File: config.mk
export PLATFORM = sky130hd
export DESIGN_NAME = running_mean_sdev_minmax_flat
export DESIGN_NICKNAME = d
export VERILOG_FILES = /design/src/hdl/rmsm_pkg.sv /design/src/hdl/rmsm_if.sv /design/src/hdl/rmsm_iter_unit.sv /design/src/hdl/running_mean_sdev_minmax.sv /design/src/flat_wrapper.sv
export SDC_FILE = /design/constraint.sdc
export NUM_CORES = 2
export LEC_CHECK = 0
export BUFFER_PORTS_ARGS = -buffer_cell sky130_fd_sc_hd__buf_4
export CAP_MARGIN = 20
export CORE_MARGIN = 8
export CORE_UTILIZATION = 29
export DETAILED_ROUTE_END_ITERATION = 10
export REMOVE_ABC_BUFFERS = 1
export SYNTH_ARGS = -nofsm -noshare
export SYNTH_HDL_FRONTEND = slang
export SYNTH_HIERARCHICAL = 1
export SYNTH_SLANG_ARGS = --single-unit
File: constraint.sdc
create_clock -name i_clk -period 15.1 [get_ports i_clk]
set_clock_uncertainty 0.15 [all_clocks]
set_input_delay 3.02 -clock i_clk [delete_from_list [all_inputs] [get_ports i_clk]]
set_output_delay 3.02 -clock i_clk [all_outputs]
set_load 0.05 [all_outputs]
File: src/hdl/rmsm_pkg.sv
// Shared types, constants and width helpers for the running statistics block.
// Depends on nothing; every other file of the block imports it.
package rmsm_pkg;

    // Fixed widths of the result fields and of the internal sum of squares.
    localparam int PORT_W  = 32;
    localparam int COUNT_W = 32;
    localparam int MEAN_W  = 48;
    localparam int SDEV_W  = 48;
    localparam int M2_W    = 64;
    localparam int DIV_W   = 32;

    // Limits of the signed mean.
    localparam logic signed [MEAN_W-1:0] MEAN_MAX = {1'b0, {(MEAN_W-1){1'b1}}};
    localparam logic signed [MEAN_W-1:0] MEAN_MIN = {1'b1, {(MEAN_W-1){1'b0}}};

    // Sequencer states.
    typedef enum logic [3:0] {
        ST_IDLE,
        ST_CHECK,
        ST_DIFF1,
        ST_DIV1_GO,
        ST_DIV1_WAIT,
        ST_MEAN_SIGN,
        ST_MEAN_ADD,
        ST_DIFF2,
        ST_MUL_GO,
        ST_MUL_WAIT,
        ST_ACCUM,
        ST_DIV2_GO,
        ST_DIV2_WAIT,
        ST_SQRT_GO,
        ST_SQRT_WAIT,
        ST_DONE
    } t_state;

    // Operations of the shared iterative unit.
    typedef enum logic [1:0] {
        OP_DIV_MEAN,
        OP_DIV_VAR,
        OP_MUL,
        OP_SQRT
    } t_op;

    typedef struct packed {
        logic start;
        t_op  op;
    } t_iter_cmd;

    typedef struct packed {
        logic busy;
        logic done;
    } t_iter_sts;

    function automatic int f_max(input int a, input int b);
        return (a > b) ? a : b;
    endfunction

    // Signed width that holds the scaled sample, the mean and their differences.
    function automatic int f_ext_w(input int sw, input int fb);
        return f_max(sw + fb, MEAN_W) + 2;
    endfunction

    // Magnitude width of a difference.
    function automatic int f_mag_w(input int sw, input int fb);
        return f_ext_w(sw, fb) - 1;
    endfunction

    // Numerator width of the variance division.
    function automatic int f_num_w(input int fb);
        return M2_W + fb;
    endfunction

    // Shift register width: the numerator rounded up to an even count of bits.
    function automatic int f_reg_w(input int fb);
        return f_num_w(fb) + (f_num_w(fb) % 2);
    endfunction

    function automatic int f_root_w(input int fb);
        return f_reg_w(fb) / 2;
    endfunction

    function automatic int f_acc_w(input int sw, input int fb);
        return f_max(f_max(DIV_W, f_mag_w(sw, fb)), f_root_w(fb) + 1);
    endfunction

    function automatic int f_opd_w(input int sw, input int fb);
        return f_max(f_max(DIV_W, f_mag_w(sw, fb)), f_root_w(fb));
    endfunction

    function automatic int f_add_w(input int sw, input int fb);
        return f_max(f_max(DIV_W + 1, f_mag_w(sw, fb) + 1), f_root_w(fb) + 3) + 1;
    endfunction

endpackage

File: src/hdl/rmsm_if.sv
// Valid/ready channel interfaces for the sample input and the statistics result.
// Depends on rmsm_pkg for the field widths.
interface rmsm_sample_if;
    import rmsm_pkg::*;

    logic                     valid;
    logic                     ready;
    logic signed [PORT_W-1:0] sample;

    modport source (output valid, output sample, input ready);
    modport sink   (input valid, input sample, output ready);
endinterface

interface rmsm_result_if;
    import rmsm_pkg::*;

    logic                     valid;
    logic                     ready;
    logic                     taken;
    logic [COUNT_W-1:0]       count;
    logic signed [PORT_W-1:0] min_seen;
    logic signed [PORT_W-1:0] max_seen;
    logic signed [MEAN_W-1:0] mean_fx;
    logic [SDEV_W-1:0]        sdev_fx;

    modport source (output valid, output taken, output count, output min_seen,
                    output max_seen, output mean_fx, output sdev_fx, input ready);
    modport sink   (input valid, input taken, input count, input min_seen,
                    input max_seen, input mean_fx, input sdev_fx, output ready);
endinterface

File: src/hdl/rmsm_iter_unit.sv
// Shared iterative unit: restoring divide, shift-add multiply and integer square root,
// all on one add/subtract stage, one bit (two radicand bits for the root) per cycle.
// Depends on rmsm_pkg.
module rmsm_iter_unit #(
    parameter int SAMPLE_WIDTH = 32,
    parameter int FRAC_BITS    = 16
) (
    input  logic                                         i_clk,
    input  logic                                         i_rst_n,
    input  rmsm_pkg::t_iter_cmd                          i_cmd,
    input  logic [rmsm_pkg::f_reg_w(FRAC_BITS)-1:0]      i_sh_load,
    input  logic [rmsm_pkg::f_opd_w(SAMPLE_WIDTH, FRAC_BITS)-1:0] i_opd_load,
    output rmsm_pkg::t_iter_sts                          o_sts,
    output logic [rmsm_pkg::f_acc_w(SAMPLE_WIDTH, FRAC_BITS)-1:0] o_acc,
    output logic [rmsm_pkg::f_reg_w(FRAC_BITS)-1:0]      o_sh,
    output logic [rmsm_pkg::f_opd_w(SAMPLE_WIDTH, FRAC_BITS)-1:0] o_opd
);
    import rmsm_pkg::*;

    localparam int DW    = f_mag_w(SAMPLE_WIDTH, FRAC_BITS);
    localparam int NW    = f_num_w(FRAC_BITS);
    localparam int RW    = f_reg_w(FRAC_BITS);
    localparam int SQ    = f_root_w(FRAC_BITS);
    localparam int ACC_W = f_acc_w(SAMPLE_WIDTH, FRAC_BITS);
    localparam int OPD_W = f_opd_w(SAMPLE_WIDTH, FRAC_BITS);
    localparam int AW    = f_add_w(SAMPLE_WIDTH, FRAC_BITS);
    localparam int CW    = $clog2(RW + 1);

    logic             r_busy, n_busy;
    logic             r_done, n_done;
    t_op              r_op, n_op;
    logic [CW-1:0]    r_cnt, n_cnt;
    logic [ACC_W-1:0] r_acc, n_acc;
    logic [RW-1:0]    r_sh, n_sh;
    logic [OPD_W-1:0] r_opd, n_opd;

    logic [AW-1:0]    add_a, add_b, add_sum;
    logic             add_sub;
    logic             trial_ok;
    logic [ACC_W-1:0] st_acc;
    logic [RW-1:0]    st_sh;
    logic [OPD_W-1:0] st_opd;
    logic [CW-1:0]    start_steps;

    // Operand selection for the shared adder.
    always_comb begin
        add_a   = '0;
        add_b   = '0;
        add_sub = 1'b1;
        unique case (r_op)
            OP_DIV_MEAN, OP_DIV_VAR: begin
                add_a = AW'({r_acc[DIV_W-1:0], r_sh[RW-1]});
                add_b = AW'(r_opd[DIV_W-1:0]);
            end
            OP_MUL: begin
                add_a   = AW'(r_acc[DW-1:0]);
                add_b   = r_sh[0] ? AW'(r_opd[DW-1:0]) : '0;
                add_sub = 1'b0;
            end
            OP_SQRT: begin
                add_a = AW'({r_acc[SQ:0], r_sh[RW-1 -: 2]});
                add_b = AW'({r_opd[SQ-1:0], 2'b01});
            end
        endcase
    end

    // The one adder; a clear top bit after a subtract means the trial fits.
    assign add_sum  = add_a + (add_sub ? ~add_b : add_b) + AW'(add_sub);
    assign trial_ok = !add_sum[AW-1];

    // Register update for one iteration of the current operation.
    always_comb begin
        st_acc = r_acc;
        st_sh  = r_sh;
        st_opd = r_opd;
        unique case (r_op)
            OP_DIV_MEAN, OP_DIV_VAR: begin
                st_acc = ACC_W'(trial_ok ? add_sum[DIV_W-1:0] : add_a[DIV_W-1:0]);
                st_sh  = {r_sh[RW-2:0], trial_ok};
            end
            OP_MUL: begin
                st_acc        = ACC_W'(add_sum[DW:1]);
                st_sh         = {1'b0, r_sh[RW-1:1]};
                st_sh[DW-1]   = add_sum[0];
            end
            OP_SQRT: begin
                st_acc = ACC_W'(trial_ok ? add_sum[SQ:0] : add_a[SQ:0]);
                st_sh  = {r_sh[RW-3:0], 2'b00};
                st_opd = {r_opd[OPD_W-2:0], trial_ok};
            end
        endcase
    end

    // Iteration count of each operation.
    always_comb begin
        unique case (i_cmd.op)
            OP_DIV_MEAN: start_steps = CW'(DW);
            OP_DIV_VAR:  start_steps = CW'(NW);
            OP_MUL:      start_steps = CW'(DW);
            OP_SQRT:     start_steps = CW'(SQ);
        endcase
    end

    // Start, step and finish control.
    always_comb begin
        n_busy = r_busy;
        n_done = 1'b0;
        n_op   = r_op;
        n_cnt  = r_cnt;
        n_acc  = r_acc;
        n_sh   = r_sh;
        n_opd  = r_opd;
        if (i_cmd.start) begin
            n_busy = 1'b1;
            n_op   = i_cmd.op;
            n_cnt  = start_steps;
            n_acc  = '0;
            // The root works on the quotient left in the shift register.
            n_sh   = (i_cmd.op == OP_SQRT) ? r_sh : i_sh_load;
            n_opd  = (i_cmd.op == OP_SQRT) ? '0 : i_opd_load;
        end else if (r_busy) begin
            n_acc = st_acc;
            n_sh  = st_sh;
            n_opd = st_opd;
            n_cnt = r_cnt - CW'(1);
            if (r_cnt == CW'(1)) begin
                n_busy = 1'b0;
                n_done = 1'b1;
            end
        end
    end

    always_ff @(posedge i_clk) begin
        if (!i_rst_n) begin
            r_busy <= 1'b0;
            r_done <= 1'b0;
            r_op   <= OP_DIV_MEAN;
            r_cnt  <= '0;
        end else begin
            r_busy <= n_busy;
            r_done <= n_done;
            r_op   <= n_op;
            r_cnt  <= n_cnt;
        end
    end

    always_ff @(posedge i_clk) begin
        r_acc <= n_acc;
        r_sh  <= n_sh;
        r_opd <= n_opd;
    end

    assign o_sts.busy = r_busy;
    assign o_sts.done = r_done;
    assign o_acc      = r_acc;
    assign o_sh       = r_sh;
    assign o_opd      = r_opd;

endmodule

File: src/hdl/running_mean_sdev_minmax.sv
// Running count, minimum, maximum, mean and sample standard deviation of a sample stream.
// Depends on rmsm_pkg, rmsm_if and rmsm_iter_unit.
//
// Each sample beat is one of two kinds. The unknown marker (2^(SAMPLE_WIDTH-1)-1) is
// reported with taken low and leaves the statistics alone. Any other sample is counted
// and updates the count (saturating), minimum, maximum, a Welford mean and the sum of
// squared deviations, which also saturates. Mean and deviation carry FRAC_BITS
// fraction bits. The deviation is sqrt(M2/(n-1)) and reads zero until two samples
// have been counted. One result beat follows every sample beat. The input is not
// ready while a sample is being worked on. An unknown marker or a first sample needs
// no work in the shared unit. For any later sample the product is skipped when the two
// differences have opposite signs. The one shared add/subtract unit performs the
// mean division, the squared-deviation product, the variance division and the square
// root one bit per cycle each. A finished result waits in an output register. A new
// sample is taken while it waits, and only the final hand-over of the next result
// stalls on it. No clearing pass follows reset.
module running_mean_sdev_minmax #(
    parameter int SAMPLE_WIDTH = 32,
    parameter int FRAC_BITS    = 16
) (
    input  logic                  i_clk,
    input  logic                  i_rst_n,
    rmsm_sample_if.sink           i_sample,
    rmsm_result_if.source         o_result
);
    import rmsm_pkg::*;

    localparam int SW    = SAMPLE_WIDTH;
    localparam int EW    = f_ext_w(SAMPLE_WIDTH, FRAC_BITS);
    localparam int DW    = f_mag_w(SAMPLE_WIDTH, FRAC_BITS);
    localparam int RW    = f_reg_w(FRAC_BITS);
    localparam int SQ    = f_root_w(FRAC_BITS);
    localparam int ACC_W = f_acc_w(SAMPLE_WIDTH, FRAC_BITS);
    localparam int OPD_W = f_opd_w(SAMPLE_WIDTH, FRAC_BITS);
    localparam int INC_H = M2_W + FRAC_BITS;

    localparam logic signed [SW-1:0] UNKNOWN_CODE = {1'b0, {(SW-1){1'b1}}};
    localparam logic signed [SW-1:0] LOWEST_CODE  = {1'b1, {(SW-1){1'b0}}};
    localparam logic signed [EW-1:0] MEAN_MAX_E   = EW'(MEAN_MAX);
    localparam logic signed [EW-1:0] MEAN_MIN_E   = EW'(MEAN_MIN);

    // Statistics.
    t_state                   r_state, n_state;
    logic [COUNT_W-1:0]       r_count, n_count;
    logic signed [SW-1:0]     r_min, n_min;
    logic signed [SW-1:0]     r_max, n_max;
    logic signed [MEAN_W-1:0] r_mean, n_mean;
    logic [M2_W-1:0]          r_m2, n_m2;
    logic [SQ-1:0]            r_sdev, n_sdev;

    // Working registers for one sample.
    logic signed [SW-1:0]     r_x, n_x;
    logic                     r_taken, n_taken;
    logic signed [EW-1:0]     r_d1, n_d1;
    logic signed [EW-1:0]     r_d2, n_d2;
    logic signed [EW-1:0]     r_q, n_q;

    // Output register.
    logic                     r_out_valid, n_out_valid;
    logic                     r_out_taken, n_out_taken;
    logic [COUNT_W-1:0]       r_out_count, n_out_count;
    logic signed [PORT_W-1:0] r_out_min, n_out_min;
    logic signed [PORT_W-1:0] r_out_max, n_out_max;
    logic signed [MEAN_W-1:0] r_out_mean, n_out_mean;
    logic [SDEV_W-1:0]        r_out_sdev, n_out_sdev;

    // Shared unit connections.
    t_iter_cmd                iter_cmd;
    t_iter_sts                iter_sts;
    logic [RW-1:0]            sh_load;
    logic [OPD_W-1:0]         opd_load;
    logic [ACC_W-1:0]         iter_acc;
    logic [RW-1:0]            iter_sh;
    logic [OPD_W-1:0]         iter_opd;

    // Derived values.
    logic                     in_ready;
    logic                     in_accept;
    logic                     out_free;
    logic                     out_load;
    logic signed [SW-1:0]     in_x;
    logic                     is_unknown;
    logic signed [EW-1:0]     big;
    logic signed [EW-1:0]     mean_e;
    logic signed [EW-1:0]     q_e;
    logic signed [EW-1:0]     d1_abs;
    logic signed [EW-1:0]     d2_abs;
    logic                     d1_neg, d1_pos, d2_neg, d2_pos;
    logic                     opposite;
    logic [2*DW-1:0]          prod;
    logic [M2_W-1:0]          inc;
    logic [M2_W:0]            m2_sum;

    // Clamp a wide signed value into the range of the mean.
    function automatic logic signed [MEAN_W-1:0] f_clamp(input logic signed [EW-1:0] v);
        logic signed [MEAN_W-1:0] res;
        if (v > MEAN_MAX_E) begin
            res = MEAN_MAX;
        end else if (v < MEAN_MIN_E) begin
            res = MEAN_MIN;
        end else begin
            res = v[MEAN_W-1:0];
        end
        return res;
    endfunction

    rmsm_iter_unit #(
        .SAMPLE_WIDTH (SAMPLE_WIDTH),
        .FRAC_BITS    (FRAC_BITS)
    ) u_iter (
        .i_clk      (i_clk),
        .i_rst_n    (i_rst_n),
        .i_cmd      (iter_cmd),
        .i_sh_load  (sh_load),
        .i_opd_load (opd_load),
        .o_sts      (iter_sts),
        .o_acc      (iter_acc),
        .o_sh       (iter_sh),
        .o_opd      (iter_opd)
    );

    // Sample decoding and arithmetic helpers.
    assign in_x       = $signed(i_sample.sample[SW-1:0]);
    assign in_accept  = in_ready && i_sample.valid;
    assign out_free   = !r_out_valid || o_result.ready;
    assign is_unknown = (r_x == UNKNOWN_CODE);
    assign big        = EW'(r_x) <<< FRAC_BITS;
    assign mean_e     = EW'(r_mean);
    assign q_e        = $signed({1'b0, iter_sh[DW-1:0]});
    assign d1_abs     = r_d1[EW-1] ? -r_d1 : r_d1;
    assign d2_abs     = r_d2[EW-1] ? -r_d2 : r_d2;
    assign d1_neg     = r_d1[EW-1];
    assign d1_pos     = !r_d1[EW-1] && (r_d1 != '0);
    assign d2_neg     = r_d2[EW-1];
    assign d2_pos     = !r_d2[EW-1] && (r_d2 != '0);
    assign opposite   = (d1_neg && d2_pos) || (d1_pos && d2_neg);

    // Scaled product and its saturated contribution to the sum of squares.
    assign prod   = {iter_acc[DW-1:0], iter_sh[DW-1:0]};
    assign inc    = (|prod[2*DW-1:INC_H]) ? '1 : prod[INC_H-1:FRAC_BITS];
    assign m2_sum = {1'b0, r_m2} + {1'b0, inc};

    // Next state.
    always_comb begin
        n_state = r_state;
        unique case (r_state)
            ST_IDLE:      if (in_accept) n_state = ST_CHECK;
            ST_CHECK: begin
                if (is_unknown || (r_count == '0)) begin
                    n_state = ST_DONE;
                end else begin
                    n_state = ST_DIFF1;
                end
            end
            ST_DIFF1:     n_state = ST_DIV1_GO;
            ST_DIV1_GO:   n_state = ST_DIV1_WAIT;
            ST_DIV1_WAIT: if (iter_sts.done) n_state = ST_MEAN_SIGN;
            ST_MEAN_SIGN: n_state = ST_MEAN_ADD;
            ST_MEAN_ADD:  n_state = ST_DIFF2;
            ST_DIFF2:     n_state = ST_MUL_GO;
            ST_MUL_GO:    n_state = opposite ? ST_DIV2_GO : ST_MUL_WAIT;
            ST_MUL_WAIT:  if (iter_sts.done) n_state = ST_ACCUM;
            ST_ACCUM:     n_state = ST_DIV2_GO;
            ST_DIV2_GO:   n_state = ST_DIV2_WAIT;
            ST_DIV2_WAIT: if (iter_sts.done) n_state = ST_SQRT_GO;
            ST_SQRT_GO:   n_state = ST_SQRT_WAIT;
            ST_SQRT_WAIT: if (iter_sts.done) n_state = ST_DONE;
            ST_DONE:      if (out_free) n_state = ST_IDLE;
        endcase
    end

    // Handshake and shared unit commands.
    always_comb begin
        in_ready = 1'b0;
        out_load = 1'b0;
        iter_cmd = '{start: 1'b0, op: OP_DIV_MEAN};
        sh_load  = '0;
        opd_load = '0;
        unique case (r_state)
            ST_IDLE: in_ready = !iter_sts.busy;
            ST_DIV1_GO: begin
                iter_cmd = '{start: 1'b1, op: OP_DIV_MEAN};
                sh_load  = RW'(d1_abs[DW-1:0]) << (RW - DW);
                opd_load = OPD_W'(r_count);
            end
            ST_MUL_GO: begin
                // A product of opposite signs contributes nothing.
                iter_cmd = '{start: !opposite, op: OP_MUL};
                sh_load  = RW'(d1_abs[DW-1:0]);
                opd_load = OPD_W'(d2_abs[DW-1:0]);
            end
            ST_DIV2_GO: begin
                iter_cmd = '{start: 1'b1, op: OP_DIV_VAR};
                sh_load  = {r_m2, {(RW-M2_W){1'b0}}};
                opd_load = OPD_W'(r_count - COUNT_W'(1));
            end
            ST_SQRT_GO: iter_cmd = '{start: 1'b1, op: OP_SQRT};
            ST_DONE:    out_load = out_free;
            default: begin
                in_ready = 1'b0;
            end
        endcase
    end

    // Datapath register updates.
    always_comb begin
        n_count     = r_count;
        n_min       = r_min;
        n_max       = r_max;
        n_mean      = r_mean;
        n_m2        = r_m2;
        n_sdev      = r_sdev;
        n_x         = r_x;
        n_taken     = r_taken;
        n_d1        = r_d1;
        n_d2        = r_d2;
        n_q         = r_q;
        n_out_taken = r_out_taken;
        n_out_count = r_out_count;
        n_out_min   = r_out_min;
        n_out_max   = r_out_max;
        n_out_mean  = r_out_mean;
        n_out_sdev  = r_out_sdev;
        unique case (r_state)
            ST_IDLE: if (in_accept) n_x = in_x;
            ST_CHECK: begin
                n_taken = !is_unknown;
                if (!is_unknown) begin
                    n_count = (r_count == '1) ? r_count : r_count + COUNT_W'(1);
                    if (r_x < r_min) n_min = r_x;
                    if (r_x > r_max) n_max = r_x;
                    // The first sample sets the mean outright.
                    if (r_count == '0) begin
                        n_mean = f_clamp(big);
                        n_m2   = '0;
                    end
                end
            end
            ST_DIFF1:     n_d1 = big - mean_e;
            ST_MEAN_SIGN: n_q = d1_neg ? -q_e : q_e;
            ST_MEAN_ADD:  n_mean = f_clamp(mean_e + r_q);
            ST_DIFF2:     n_d2 = big - mean_e;
            ST_ACCUM:     n_m2 = m2_sum[M2_W] ? '1 : m2_sum[M2_W-1:0];
            ST_SQRT_WAIT: if (iter_sts.done) n_sdev = iter_opd[SQ-1:0];
            ST_DONE: begin
                if (out_load) begin
                    n_out_taken = r_taken;
                    n_out_count = r_count;
                    n_out_min   = PORT_W'(r_min);
                    n_out_max   = PORT_W'(r_max);
                    n_out_mean  = r_mean;
                    n_out_sdev  = SDEV_W'(r_sdev);
                end
            end
            default: begin
                n_x = r_x;
            end
        endcase
    end

    // The output beat stays until it is taken.
    assign n_out_valid = out_load ? 1'b1 : (o_result.ready ? 1'b0 : r_out_valid);

    always_ff @(posedge i_clk) begin
        if (!i_rst_n) begin
            r_state     <= ST_IDLE;
            r_count     <= '0;
            r_min       <= UNKNOWN_CODE;
            r_max       <= LOWEST_CODE;
            r_mean      <= '0;
            r_m2        <= '0;
            r_sdev      <= '0;
            r_out_valid <= 1'b0;
        end else begin
            r_state     <= n_state;
            r_count     <= n_count;
            r_min       <= n_min;
            r_max       <= n_max;
            r_mean      <= n_mean;
            r_m2        <= n_m2;
            r_sdev      <= n_sdev;
            r_out_valid <= n_out_valid;
        end
    end

    always_ff @(posedge i_clk) begin
        r_x         <= n_x;
        r_taken     <= n_taken;
        r_d1        <= n_d1;
        r_d2        <= n_d2;
        r_q         <= n_q;
        r_out_taken <= n_out_taken;
        r_out_count <= n_out_count;
        r_out_min   <= n_out_min;
        r_out_max   <= n_out_max;
        r_out_mean  <= n_out_mean;
        r_out_sdev  <= n_out_sdev;
    end

    // Channel outputs.
    assign i_sample.ready    = in_ready;
    assign o_result.valid    = r_out_valid;
    assign o_result.taken    = r_out_taken;
    assign o_result.count    = r_out_count;
    assign o_result.min_seen = r_out_min;
    assign o_result.max_seen = r_out_max;
    assign o_result.mean_fx  = r_out_mean;
    assign o_result.sdev_fx  = r_out_sdev;

endmodule
File: src/flat_wrapper.sv
// flat-port wrapper written by rule: the top's interface ports become plain ports
module running_mean_sdev_minmax_flat import rmsm_pkg::*;
#(
    parameter int SAMPLE_WIDTH = 32,
    parameter int FRAC_BITS    = 16
)
  (i_clk, i_rst_n, i_sample_valid, i_sample_sample, i_sample_ready, o_result_valid, o_result_taken, o_result_count, o_result_min_seen, o_result_max_seen, o_result_mean_fx, o_result_sdev_fx, o_result_ready);
  rmsm_sample_if i_sample_i ();
  rmsm_result_if o_result_i ();
  input  logic i_clk;
  input  logic i_rst_n;
  input wire logic [$bits(i_sample_i.valid)-1:0] i_sample_valid;
  input wire logic [$bits(i_sample_i.sample)-1:0] i_sample_sample;
  output wire logic [$bits(i_sample_i.ready)-1:0] i_sample_ready;
  output wire logic [$bits(o_result_i.valid)-1:0] o_result_valid;
  output wire logic [$bits(o_result_i.taken)-1:0] o_result_taken;
  output wire logic [$bits(o_result_i.count)-1:0] o_result_count;
  output wire logic [$bits(o_result_i.min_seen)-1:0] o_result_min_seen;
  output wire logic [$bits(o_result_i.max_seen)-1:0] o_result_max_seen;
  output wire logic [$bits(o_result_i.mean_fx)-1:0] o_result_mean_fx;
  output wire logic [$bits(o_result_i.sdev_fx)-1:0] o_result_sdev_fx;
  input wire logic [$bits(o_result_i.ready)-1:0] o_result_ready;
  assign i_sample_i.valid = i_sample_valid;
  assign i_sample_i.sample = i_sample_sample;
  assign i_sample_ready = i_sample_i.ready;
  assign o_result_valid = o_result_i.valid;
  assign o_result_taken = o_result_i.taken;
  assign o_result_count = o_result_i.count;
  assign o_result_min_seen = o_result_i.min_seen;
  assign o_result_max_seen = o_result_i.max_seen;
  assign o_result_mean_fx = o_result_i.mean_fx;
  assign o_result_sdev_fx = o_result_i.sdev_fx;
  assign o_result_i.ready = o_result_ready;
  running_mean_sdev_minmax #(.SAMPLE_WIDTH(SAMPLE_WIDTH), .FRAC_BITS(FRAC_BITS)) u_core (.i_clk(i_clk), .i_rst_n(i_rst_n), .i_sample(i_sample_i), .o_result(o_result_i));
endmodule
======== After elaboration in Yosys (flattened, before gate mapping) ========
Index checks and enable logic that the tools add are counted.
W data, S select, Z words.
word-level totals
  logic and storage cells ................. 177
  output and inout bits ................... 195
  bits of input ports ..................... 36
  bits in registers ....................... 808
operators by class
  order comparisons ....................... 6
  muxes and demuxes ....................... 54
  reduce and logical (&&, ||, !) cells .... 41
  eq/ne operators ......................... 33
  bitwise gates (word level) .............. 5
  add/sub/neg operators ................... 11
operator list
  kind                    number
  $pmux W80 S3            2
  $mux W49                8
  $pmux W51 S3            2
  $pmux W49 S3            2
  $mux W48                6
  $mux W64                4
  $mux W80                3
  $pmux W64 S2            1
  $reduce_bool A50 Y1     2
  $neg A49 Y49            2
  $pmux W48 S2            1
  $add A64 B64 Y65        1
  $eq A32 B32 Y1 const B  2
  $pmux W4 S16            1
  $add A51 B1 Y51         1
  $add A51 B51 Y51        1
  $mux W51                1
  $not A51 Y51            1
  $add A48 B50 Y50        1
  $gt A50 B48 Y1 const B  1
  $lt A50 B48 Y1 const B  1
  $neg A49 Y50            1
  $sub A48 B48 Y49        1
  $gt A48 B48 Y1 const B  1
  37 further kinds        103

======== Depth between registers and ports, before layout ========
  depth after elaboration ................. 11
  depth in mapped cells ................... 19
  depth with buffers taken out ............ 17

======== Hierarchy ========
Netlist, hierarchy kept.
modules (own cells, without submodules)
  module                    area an instance (µm²)  instances  seq. area each (µm²)  cells an instance
  running_mean_sdev_minmax  36781.5                 1          16055.4               3894
  rmsm_iter_unit            14709.1                 1          5074.9                1837

======== Worst setup path after synthesis ========
Ideal clock, no wire load.
  kind .................................... input port to flip-flop
  start ................................... input o_result_ready
  end ..................................... register u_core.r_out_count[0] (netlist: u_core/o_result.count[0]), enable pin
  data arrival time ....................... 11.293 ns
  library setup time ...................... 0.754 ns
  required time ........................... 14.196 ns
  path buffers ............................ 0
  setup slack ............................. 2.903 ns
  stages on the path ...................... 2
  path through ............................ nand2b_1 -> nor2b_1
between the ends
  longest elaborated chain between the ends .. 3
RTL lines
  item                                RTL line                         RTL
  from (decl)                         flat_wrapper.sv:22               input wire logic [$bits(o_result_i.ready)-1:0] o_result_ready;
  $logic_or A1 B1 Y1                  running_mean_sdev_minmax.sv:125  assign out_free = !r_out_valid || o_result.ready;
  $mux W1                             running_mean_sdev_minmax.sv:179  unique case (r_state)
  $reduce_and A2 Y1 (no source line)  --
  to (signal assigned)                running_mean_sdev_minmax.sv:293  r_out_count <= n_out_count;
  to (decl)                           running_mean_sdev_minmax.sv:61   logic [COUNT_W-1:0] r_out_count, n_out_count;
No other way between the ends.
A chain may end at the register's enable or synchronous reset.

======== Final worst setup path ========
  start ................................... register u_core.u_iter.r_acc[43] (netlist: u_core/u_iter/o_acc[43])
  end ..................................... register u_core.r_m2[25]
between the ends
  longest elaborated chain between the ends .. 5
RTL lines
  item                    RTL line                         RTL
  from (decl)             rmsm_iter_unit.sv:33             logic [ACC_W-1:0] r_acc, n_acc;
  from (signal assigned)  rmsm_iter_unit.sv:148            r_acc <= n_acc;
  $reduce_or A18 Y1       running_mean_sdev_minmax.sv:140  assign inc = (|prod[2*DW-1:INC_H]) ? '1 : prod[INC_H-1:FRAC_BITS];
  $mux W64                running_mean_sdev_minmax.sv:140
  $add A64 B64 Y65        running_mean_sdev_minmax.sv:141  assign m2_sum = {1'b0, r_m2} + {1'b0, inc};
  $mux W64                running_mean_sdev_minmax.sv:243  ST_ACCUM: n_m2 = m2_sum[M2_W] ? '1 : m2_sum[M2_W-1:0];
  $pmux W64 S2            running_mean_sdev_minmax.sv:224  unique case (r_state)
  to (signal assigned)    running_mean_sdev_minmax.sv:280  r_m2 <= n_m2;
  to (decl)               running_mean_sdev_minmax.sv:48   logic [M2_W-1:0] r_m2, n_m2;
No other way between the ends.

==> results.json <==
{
  "worstMarginPinSlew_ns": 1.213,
  "max-vdd-ir-drop_v": 0.0001028,
  "grt_pass1_wl_um": 267300,
  "post_synth_instance_area_mm2": 0.05149,
  "finish.instance_area_mm2": 0.05836,
  "nFillCells": 18139,
  "fp.dieH_um": 437.4,
  "relSlewSlack_pct": 18.70,
  "clkSinkCount": 808,
  "initial_antenna_violation_count": 22,
  "yosys.area_share.simple_pct": 16.45,
  "drv_cap": 0,
  "cp.required_ns": 15.48,
  "globalRoute.totalOverflow": 0,
  "worstSetupStartpointType": "flip-flop",
  "drt-pass1-iter-count": 7,
  "ys_warn_count": 6,
  "crit_path_end_kind": "flip-flop",
  "synthAdderAreaFrac_pct": 6.532,
  "syn-mean-instance-area_um2": 8.985,
  "final_min_period_over_clock_period_pct": 44.08,
  "initial_utilization_pct": 29.21,
  "area_growth_syn_to_layout_pct": 13.34,
  "num_rows": 154,
  "cts_buffer_depth": 3,
  "detailedPlacementHpwl_um": 133900,
  "synthDistinctLibCells": 103,
  "number_of_register_bits_inferred_by_synthesis": 808,
  "finish.net_count": 6052,
  "power.density_cell_area_mw_per_mm2": 190.8,
  "asr_flop_ratio_synth_pct": 0,
  "cp_class": "reg -> reg",
  "power_mw": 11.14,
  "die_outline_area_mm2": 0.1913,
  "placement.io_buffers": 222,
  "syn-instance-count": 5731,
  "post_cts.repair.setup_buffers": 0,
  "synth_flop_cell": "edfxtp_1",
  "whs_ns": 0.2575,
  "synth-seq-area-share_pct": 41.04,
  "maximum_number_of_pins_on_one_net_before_global_route_repair": 101,
  "route.detailed.vias_per_inst": 5.501,
  "clock_insertion_delay_worst_skew_ns": 0.72,
  "postRouteAntennaNets": 0,
  "overall_fraction_of_global_route_tracks_in_use_pct": 17.76,
  "post_cts_resized": 0,
  "post_route_cells_drive_above_1_share_pct": 8.843,
  "timing.critical_path.arrival_ns": 7.03,
  "cts_tree": "done",
  "synth_edf_count": 495,
  "worst_slack_ns": 8.444,
  "finalWeightedCongestion": 0.9375,
  "maxSlewViolCount": 0,
  "finalWorstPathRequiredPeriod_ns": 6.656,
  "wirelength_um": 180100,
  "rsz0062_at_grt": "false",
  "cts_root_buf": "clkbuf_16",
  "yosys-mux-area-fraction_pct": 4.211,
  "grt_pass1_vias": 41723,
  "ioPinCount": 231,
  "num_vias": 44965,
  "clkTransAtPathRegs_ns": 0.07,
  "synth-compound-area-share_pct": 21.03,
  "share_of_the_synthesized_netlist_area_taken_by_xor_and_xnor_gates_pct": 6.345,
  "cts-htree-levels": 3,
  "placedCellCount": 7996,
  "place_area_mm2": 0.05523,
  "worstPathMaxFanout": 20,
  "wl_per_cell_um": 22.03,
  "drt_iter0_drc": 5084,
  "remaining_drc_errors": 0,
  "cts_buffers": 90,
  "die_w_um": 437.4,
  "area_inside_the_core_boundary_mm2": 0.1763,
  "fin_cells": 8174,
  "finalSetupViolations": 0,
  "synth_top_family_by_area": "compound AO/OA/AOI/OAI gates",
  "placement.setup.worst_slack_ns": 8.718,
  "hp-class": "reg -> reg",
  "maxClockFrequency_mhz": 150.2,
  "status": "complete, no violations",
  "static-leakage-power_nw": 21.92,
  "hold_violations": 0,
  "postCtsHoldBufs": 0
}
registers in the layout, summed over array words and instances (netlist names), 40 cells and up:
name and flops:
u_core/o_result.mean_fx 48, u_core/u_iter/o_acc 49, u_core/r_d2 49, u_core/r_q 50, u_core/r_m2 64, u_core/r_sdev 40
u_core/u_iter/o_opd 49, u_core/u_iter/o_sh 80, u_core/o_result.sdev_fx 40, u_core/r_d1 49, u_core/r_mean 48
path summary, 6_finish.rpt:
check | start | slack [ns] | end | cells past startpoint
max | u_core/u_iter/o_acc[43] | 8.44 | u_core/r_m2[25] | 19
min | u_core/r_sdev[31] | 0.26 | u_core/o_result.sdev_fx[31] | 0
max reg2reg | u_core/u_iter/o_acc[43] | 8.44 | u_core/r_m2[25] | 19
min reg2reg | u_core/r_sdev[31] | 0.26 | u_core/o_result.sdev_fx[31] | 0
worst max-delay path: stages, from the launching register on:
cell and delay, ns:
dfxtp_1 0.32, nor4_1 0.43, nand3_1 0.20, nor4_2 0.44, buf_4 0.41, nand2b_1 0.10, ha_1 0.23, inv_1 0.09
fa_1 0.20, nand2b_1 0.15, a21oi_1 0.10, o211ai_1 0.38, a2111oi_0 0.24, o311ai_0 0.87, a22oi_1 0.44, a31oi_1 0.41
a21boi_1 0.11, buf_4 0.23, nor2_1 0.76, a211oi_1 0.17
per-stage QoR:
| stage | utilization [%] | TNS, ns |
|---|---|---|
| finish | 33.10 | 0 |
| global route | 33.09 | 0 |
| CTS | 33.07 | 0 |
| detailed placement | 31.33 | 0 |
| global placement | 31.32 | 0 |
| floorplan | - | -237.85 |
cell usage after synthesis (34+ instances only):
cell / n / area, µm²
a21oi_1: 484 / 2422
nor4_1: 35 / 219.0
nand3_1: 97 / 485.5
o31ai_1: 56 / 420.4
a221oi_1: 63 / 551.8
a311oi_1: 47 / 411.6
nand4_1: 74 / 462.9
and2_1: 34 / 212.7
nor2b_1: 53 / 331.6
nor2_1: 394 / 1479
a21o_1: 125 / 938.4
ha_1: 264 / 3303
xor2_1: 186 / 1629
nand2_1: 726 / 2725
nand2b_1: 112 / 700.7
nor3_1: 95 / 475.5
edfxtp_1: 495 / 14860
or4_1: 35 / 262.8
mux2i_1: 211 / 2112
o21a_1: 42 / 315.3
clkbuf_1: 285 / 1070
buf_1: 34 / 127.6
o21ai_0: 428 / 2142
o211ai_1: 38 / 285.3
and3_1: 34 / 212.7
o21bai_1: 36 / 270.3
xnor2_1: 187 / 1638
inv_1: 220 / 825.8
dfxtp_1: 313 / 6266
a211oi_1: 68 / 510.5
final cells by class:
type | count | area, µm² | area share [%]
Clock buffer | 113 | 2421 | 4.149
Multi-Input combinational cell | 4353 | 28270 | 48.44
Inverter | 221 | 839.6 | 1.439
Tap cell | 2340 | 2928 | 5.017
Clock inverter | 54 | 655.6 | 1.123
Timing Repair Buffer | 275 | 2088 | 3.578
Sequential cell | 808 | 21140 | 36.22
Antenna cell | 10 | 25.02 | 0.04288
cells in the final DEF (no fill, tap or decap), drive strengths merged, types with 125 or more instances in the layout:
cell and n:
nand2 726, edfxtp 495, a21oi 486, o21ai 442, nor2 396, dfxtp 313
buf 275, ha 264, inv 225, mux2i 211, xnor2 187, xor2 186
a21o 125
cell families after synthesis:
logic type	after synthesis
XOR/XNOR	373
AO/OA/AOI/OAI	1688
AND/OR/NAND/NOR	1801
other	1
flip-flops	808
buffers and inverters	577
multiplexers	216
adder cells (fa/ha/maj)	267
where the power goes:
group / internal, mW / leakage, nW / switching [mW]
clock network: 1.35 / 1.49 / 0.977
registers: 2.87 / 7.14 / 0.497
logic: 1.84 / 13.3 / 3.61
total: 6.06 / 21.9 / 5.08
layer usage:
layer	share of wire, %	wire [µm]	track usage, %
met5	0.048	87	0
met4	4.6	8366	7.344
met3	7.3	13200	3.009
met2	44	79690	27.83
met1	44	78710	24.24
Power figures use the tool's default switching activity.
